[config.mk]
export PLATFORM = sky130hd
export DESIGN_NAME = badq_cell
export DESIGN_NICKNAME = d
export VERILOG_FILES = /design/src/rtl/core/badq_pkg.sv /design/src/rtl/core/badq_cell.sv
export SDC_FILE = /design/constraint.sdc
export NUM_CORES = 1
export LEC_CHECK = 0
export BUFFER_PORTS_ARGS = -buffer_cell sky130_fd_sc_hd__buf_2
export CAP_MARGIN = 20
export CORE_MARGIN = 10
export CORE_UTILIZATION = 35
export DETAILED_ROUTE_END_ITERATION = 7
export GPL_TIMING_DRIVEN = 0
export PLACE_DENSITY = 0.75
export SLEW_MARGIN = 20
export SYNTH_ARGS = -nofsm -noshare
export SYNTH_HDL_FRONTEND = slang
export SYNTH_SLANG_ARGS = --single-unit
[constraint.sdc]
create_clock -name clk -period 1.56 [get_ports clk]
set_input_delay 0.234 -clock clk [delete_from_list [all_inputs] [get_ports clk]]
set_output_delay 0.234 -clock clk [all_outputs]
set_load 0.005 [all_outputs]
[src/rtl/core/badq_pkg.sv]
package badq_pkg;

    // Default capacity and fixed field widths
    localparam int BADQ_DEPTH = 256;
    localparam int DATA_W     = 32;
    localparam int IDX_W      = 8;
    localparam int POS_W      = 9;
    localparam int ECNT_W     = 9;

    // Request codes
    typedef enum logic [2:0] {
        REQ_PUSH_FRONT = 3'd0,
        REQ_PUSH_BACK  = 3'd1,
        REQ_GET        = 3'd2,
        REQ_FIND       = 3'd3,
        REQ_POP_FRONT  = 3'd4
    } req_t;

    // Result status codes
    typedef enum logic [1:0] {
        STAT_OK    = 2'd0,
        STAT_FULL  = 2'd1,
        STAT_RANGE = 2'd2,
        STAT_EMPTY = 2'd3
    } status_t;

    // Control sequencer
    typedef enum logic {
        ST_IDLE,
        ST_SEARCH
    } state_t;

    // Per-cell update controls
    typedef struct packed {
        logic load;
        logic shift_up;
        logic shift_down;
    } cell_ctrl_t;

endpackage

[src/rtl/core/badq_cell.sv]
module badq_cell (
    input  logic                          clk,
    input  badq_pkg::cell_ctrl_t          ctrl,
    input  logic [badq_pkg::DATA_W-1:0]   ins_value,
    input  logic [badq_pkg::DATA_W-1:0]   prev_data,
    input  logic [badq_pkg::DATA_W-1:0]   next_data,
    input  logic [badq_pkg::DATA_W-1:0]   key,
    output logic [badq_pkg::DATA_W-1:0]   data,
    output logic                          match
);
    import badq_pkg::*;

    logic [DATA_W-1:0] data_reg;
    logic [DATA_W-1:0] data_next;

    // Move up, move down, take the new value or hold
    always_comb
    begin
        if (ctrl.shift_down)
        begin
            data_next = next_data;
        end
        else if (ctrl.shift_up)
        begin
            data_next = prev_data;
        end
        else if (ctrl.load)
        begin
            data_next = ins_value;
        end
        else
        begin
            data_next = data_reg;
        end
    end

    always_ff @(posedge clk)
    begin
        data_reg <= data_next;
    end

    // Local compare against the search key
    assign data  = data_reg;
    assign match = (data_reg == key);

endmodule

; After elaboration in Yosys (flattened, before gate mapping)
; Index checks and enable logic that the tools add are counted.
[totals]
output_inout_bits = 33
ff_bits = 32
memories = 0
inputBits = 132
latch_bits = 0
mem_bits_ro = 0
mem_bits_rw = 0
[op_classes]
mul = 0
shifts = 0
add_sub_neg = 0
n_mux = 3
magnitude_cmp = 0
eq_ne = 1
bitwise_logic = 0
reduce_logical = 1
div = 0
[op_table]
columns = op, n
row1 = two-way mux 32 bit, 3
row2 = == test 32 bit, 1
row3 = nonzero test 3 bit, 1

; Logic depth before layout (Yosys ltp)
; Gate-level depths: netlist of run 1.
[depth]
depth_word = 3
depth_mapped = 4
depth_no_buf = 4

; Least setup slack after synthesis of run 1
; OpenSTA, ideal clock, no wires.
[synth_path]
kind = input-to-reg
start = input ctrl[1] (netlist name)
end = register data_reg[0] (netlist: data[0]), enable pin
setup_slack_ns = -0.002
required_ns = 1.146
t_arrival_ns = 1.148
path_stages = 2
path_buffers = 1
path_cell_list = buf_4 > or3_1
[synth_between]
elab_chain_len = 1
[synth_rtl]
columns = element, line
row1 = from (decl), badq_cell.sv:3  ; input badq_pkg::cell_ctrl_t ctrl,
row2 = nonzero test 3 bit (no line), --
row3 = to (signal assigned), badq_cell.sv:39  ; data_reg <= data_next;
row4 = to (decl), badq_cell.sv:13  ; logic [DATA_W-1:0] data_reg;
; Every way passes these cells.
; A chain may end at the register's enable or synchronous reset.

; Final worst setup path of run 1
[layout_path]
start = register data_reg[23] (netlist: data[23])
end = output match
[layout_between]
elab_chain_len = 1
[layout_rtl]
columns = element, line
row1 = == test 32 bit, badq_cell.sv:44  ; assign match = (data_reg == key);
row2 = to (decl), badq_cell.sv:9  ; output logic match
; Every way passes these cells.

==> results of run 1 <==
==> power by group through the flow <==
stage                     logic, W  registers [W]  clock network (W)
after floorplan           0.000232        0.00116                  0
after global placement    0.000561        0.00115                  0
after detailed placement  0.000574        0.00115                  0
after CTS                 0.000602        0.00114           0.000607
after global routing      0.000660        0.00115           0.000644
final                     0.000594        0.00114           0.000588
==> worst max path at each step <==
stage / end / slack (ns) / depth (start not counted)
floorplan: data[0]$_DFFE_PP_ / 0.09 / 2
global placement: match / -0.09 / 5
detailed placement: match / -0.1 / 5
CTS: match / -0.30 / 5
global route: match / -0.42 / 5
finish: match / -0.29 / 5
==> cells by family (layout without fill, tap and decap cells) <==
logic type,count (synthesis),in the layout
and+or+nand+nor,44,44
AOI/OAI and AO/OA,32,32
xor gates and xnor gates,32,32
muxes,32,32
DFF,32,32
buffers and inverters,11,181
==> per-layer routing <==
layer,routed length [µm],vias up,part of all wire,global-route usage
li1,-,997,-,-
met1,2740,901,0.36,0.161
met2,3960,90,0.52,0.288
met3,740,9,0.098,0.0440
met4,102,0,0.014,0.0449
met5,0,-,0,0
==> final cells by class <==
cell class              instances  area [µm²]  area share
clock inverters                 1        3.75     0.00125
clock buffers                   7        76.3      0.0254
multi-input cells             140         992       0.330
well taps                      72        90.1      0.0300
repair buffers                162         811       0.270
flip-flops and latches         32         961       0.320
plain buffers                  11        70.1      0.0233
==> synth_stat cells <==
library cell   n  area [µm²]
edfxtp_1      32         961
nor4_1         8        50.1
nand2_1       32         120
nand4_1        2        12.5
clkbuf_1       5        18.8
o21ai_0       32         160
or3_1          1        6.26
buf_2          2        10.0
mux2i_1       32         320
xor2_1        32         280
nor2_1         1        3.75
buf_4          1        7.51
buf_6          3        33.8
==> repair_timing <==
action / 4_1_cts / 5_1_grt
setup endpoints to repair: 1 / 1
pin swaps: 3 / 0
gates resized for setup: 6 / 0
gates cloned: 0 / 0
endpoints found under the hold margin: 0 / 0
==> worst max-delay path, cell delays in order (launching register included) <==
cell and delay [ns]:
edfxtp_1 0.40, xor2_1 0.17, nor4_2 0.34, nand4_1 0.19
nor2_1 0.12, buf_2 0.12
==> through the flow <==
stage	hold slack, ns	worst slack, ns	cells
4_1_cts	0.225	-0.303	425
3_3_place_gp	0.512	-0.0895	417
5_1_grt	0.235	-0.425	425
2_1_floorplan	0.421	0.0877	183
3_5_place_dp	0.516	-0.0982	417
6_report	0.237	-0.286	425
==> metrics.txt, run 1 <==
main combinational cell family by area after synthesis=multiplexers; CTS buffer count=5; DP Area=0.00289 mm²; clock share of power=0.254; Sequential Power Share=0.490; post-route ant nets=0; net switching power figure=0.000629 W; # H-tree levels=2; vias in the first global route=2226; Design Power=0.00232 W; IO buf count=162; largest net degree at the start of global routing=33; Largest register FFs=32; Tcrit/Tclk final=1.18; post-route setup TNS=-0.286 ns; postcts setup bufs=0; hold path depth=3; worst slew pin tran=0.713 ns; Leak=1.51 nW; Synth Net Count=between 300 and 400; CTS tree=yes; Net Sw Frac=0.271; Tot GR Track Use=0.153; initial core utilization=0.360; Worst Hold Endpoint=data[29]$_DFFE_PP_; Hold Startpoint=next_data[29]; DIE AREA=0.00908 mm²; core box area=0.00551 mm²; drt pass-1 iters=4; most common cell after layout, fill and taps aside=buf_2; Vias/cell=4.70; Critical path origin=data[23]$_DFFE_PP_; Worst Setup End Kind=output pin; Cell Rows=27; Finished Cell Area=0.00300 mm²; clock-pin slew on the worst setup and hold paths=roughly 0.060 ns; mux contribution to synthesized area=0.161; Die Span Y=95.3 µm; worst vdd ir=0.000322 V; Comb pwr share=0.256; final wirelength=~7500 µm; achievable frequency=between 500 and 600 MHz; adder-cell share of the synthesized area=0; YS warnings=0; outcome=complete, but fails checks; nets@finish=a little under 500; PD cells=772 mW/mm²; Area Growth Syn to Fin=51.4%; DR DRC count=0; Top-Level Pins=165; Core Util, Final=0.546; post-layout minimum cycle time=1.85 ns; Distinct cells, synth=13; Worst Path Max Fanout=2; Pins Over Slew Limit=0; synthesized flop and latch total=32; Seq/Total Area, Yosys=0.484; Hold Crit Class=in -> reg; Synth Area in Compound Gates=0.0807; wire length of the first global-routing pass=approximately 11000 µm; final setup vio count=1; root buf cell=clkbuf_8; Worst EP required=between 1 and 1.5 ns; Sink Count=32; violated checks=negative setup slack; Max-Cap Viols=0; Hold-fix buffers, CTS=0; Setup crit start kind=flop; via count=1997; grt total ovfl=0; Pint=roughly 0.0017 W; starting DRC count in detailed routing=63; RSZ-0062 raised after global routing=yes; gpl congestion=around 0.9; WP data arrival=1.61 ns; post-synthesis xor/xnor area fraction=0.141; Relative slew margins=0.525; Avg Cell Area, Syn=10.8 µm²; post-DP HPWL=6200 µm; routed length per instance=17.7 µm; Netlist Area Pre-Place=0.00198 mm²; CTS Buffer Depth=2; critical path class=reg -> out; Syn Inst Count=183; share of cells above drive strength 1=0.510; Inserted Diodes=0; hold violation total from the final report=0; initial antenna violation count=0; Die X-Extent=95.3 µm; Filler cells=521; final worst slack=-0.286 ns; Synth Area in Simple Gates=0.0971
(Power assumes the default switching activity.)
==> run 2, diff against run 1 <==
- CORE_MARGIN: 10 -> 4
==> run 2 against run 1 <==
The flow still finishes with violations (negative setup slack). Non-clock buffer count stayed put. Flip-flop and latch count unchanged. Combinational power decreased by 2%. Setup slack lost 0.097 ns. Die area down 24%. Sequential share of layout area rose by 0.13 points. Count of clock-buffer cells in the layout stayed put. Sequential power barely moved. Critical path type unchanged. Largest cell class unchanged. Highest routed layer unchanged.
==> metrics.txt, run 2 (synthesized netlist as in run 1, its figures left out) <==
Finished Cell Area=0.00299 mm² (-0.42%); Sink Count=32 (unchanged); dpl ws=-0.217 ns (-0.119 ns); Core Util, Final=0.543 (-0.00227); CTS buffer count=5 (unchanged); initial antenna violation count=0 (unchanged); post-route setup TNS=-0.384 ns (-0.0975 ns); Worst Setup End Kind=output pin; final worst slack=-0.384 ns (-0.0975 ns); CTS tree=yes; post-layout minimum cycle time=1.94 ns (+0.0975 ns); clock-pin slew on the worst setup and hold paths=0.07 ns (about the same); nets@finish=484 (unchanged); share of cells above drive strength 1=0.504 (-0.00567); Cell Rows=27 (unchanged); wire length of the first global-routing pass=10300 µm (-4.7%); RSZ-0062 raised after global routing=yes; most common cell after layout, fill and taps aside=buf_2; gpl congestion=0.890 (-2.4%); largest net degree at the start of global routing=33 (unchanged); routed length per instance=15.6 µm (-12%); Hold Crit Class=in -> reg; Top-Level Pins=165 (unchanged); IO buf count=162 (unchanged); violated checks=negative setup slack; Die X-Extent=83.3 µm (-13%); Leak=1.51 nW (about the same); Vias/cell=4.73 (+0.70%); critical path class=reg -> out; # H-tree levels=2 (unchanged); initial core utilization=0.360 (unchanged); starting DRC count in detailed routing=41 (-35%); drt pass-1 iters=4 (unchanged); Hold Startpoint=next_data[2]; worst slew pin tran=0.738 ns (+0.0249 ns); Pins Over Slew Limit=0 (unchanged); Largest register FFs=32 (unchanged); Hold-fix buffers, CTS=0 (unchanged); post-DP HPWL=5350 µm (-14%); via count=2011 (+0.70%); Tot GR Track Use=0.187 (+0.0331); Area Growth Syn to Fin=50.8%; Cells after DPL=417 (unchanged); final wirelength=6610 µm (-12%); worst vdd ir=0.000358 V (+11%); Die Span Y=83.3 µm (-13%); post-route ant nets=0 (unchanged); CTS Buffer Depth=2 (unchanged); DIE AREA=0.00694 mm² (-24%); DP Area=0.00289 mm² (unchanged); Setup crit start kind=flop; root buf cell=clkbuf_8; WP data arrival=1.71 ns (+0.10 ns); Worst Path Max Fanout=2 (unchanged); grt total ovfl=0 (unchanged); postcts setup bufs=0 (unchanged); Finished Layout Cells=425 (unchanged); Relative slew margins=0.508 (-0.0166); outcome=complete, but fails checks; achievable frequency=514 MHz (-5.0%); Inserted Diodes=0 (unchanged); Worst Hold Endpoint=data[2]$_DFFE_PP_; hold path depth=3 (unchanged); Tcrit/Tclk final=1.25 (+0.0625); DR DRC count=0 (unchanged); Worst EP required=1.33 ns (about the same); vias in the first global route=2114 (-5.0%); final setup vio count=1 (unchanged); PD cells=774 mW/mm² (+0.31%); Max-Cap Viols=0 (unchanged); hold violation total from the final report=0 (unchanged); core box area=0.00551 mm² (unchanged)
[run 2: cell count changes in the layout (fill, tap and decap cells not counted)]
| cell | change |
|---|---|
| nor4_1 | +2 |
| nor4_2 | -2 |
[run 2: area by class of cell]
type                    count  area, µm²
clock buffers               7       76.3
clock inverters             1       3.75
repair buffers            162        811
multi-input cells         140        980
plain buffers              11       70.1
flip-flops and latches     32        961
fillers                   504       2510
well taps                  72       90.1
[run 2: stage by stage]
step	total power, W	hold WS, ns
final	0.00232	0.231
after global routing	0.00244	0.233
after CTS	0.00233	0.228
after detailed placement	0.00173	0.519
after global placement	0.00170	0.515
after floorplan	0.00139	0.421
[run 2: how the worst max path moves through the flow]
stage,from,end,slack [ns],cells past startpoint
global route,data[31]$_DFFE_PP_,match,-0.48,5
global placement,data[31]$_DFFE_PP_,match,-0.22,5
floorplan,ctrl[1],data[0]$_DFFE_PP_,0.09,2
CTS,data[13]$_DFFE_PP_,match,-0.38,5
finish,data[31]$_DFFE_PP_,match,-0.38,5
detailed placement,data[31]$_DFFE_PP_,match,-0.22,5
[run 2: worst max-delay path, cell delays in order (launching register included)]
cell and delay (ns):
edfxtp_1 0.43, xor2_1 0.18, nor4_2 0.37, nand4_1 0.20, nor2_1 0.14, buf_2 0.13
[run 2: routing by layer]
layer  routed length, µm  GRT usage  vias to the layer above
met5                   0          0                        -
met4                  57     0.0416                        0
met3                 473     0.0446                        5
met2                3600      0.359                       84
met1                2490      0.204                      927
li1                    -          -                      995
[run 2: power breakdown]
group | total (W) | leakage [nW] | switching [W] | internal, W
Sequential | 0.00114 | 0.338 | 0.0000690 | 0.00107
Clock | 0.000599 | 0.0399 | 0.000288 | 0.000310
Combinational | 0.000581 | 1.13 | 0.000271 | 0.000310
[run 2: timing repair]
| action | 4_1_cts | 5_1_grt |
|---|---|---|
| endpoints found under the hold margin | 0 | 0 |
| resized for setup | 3 | 1 |
| pin swaps | 3 | 2 |
| setup endpoints to repair | 1 | 1 |
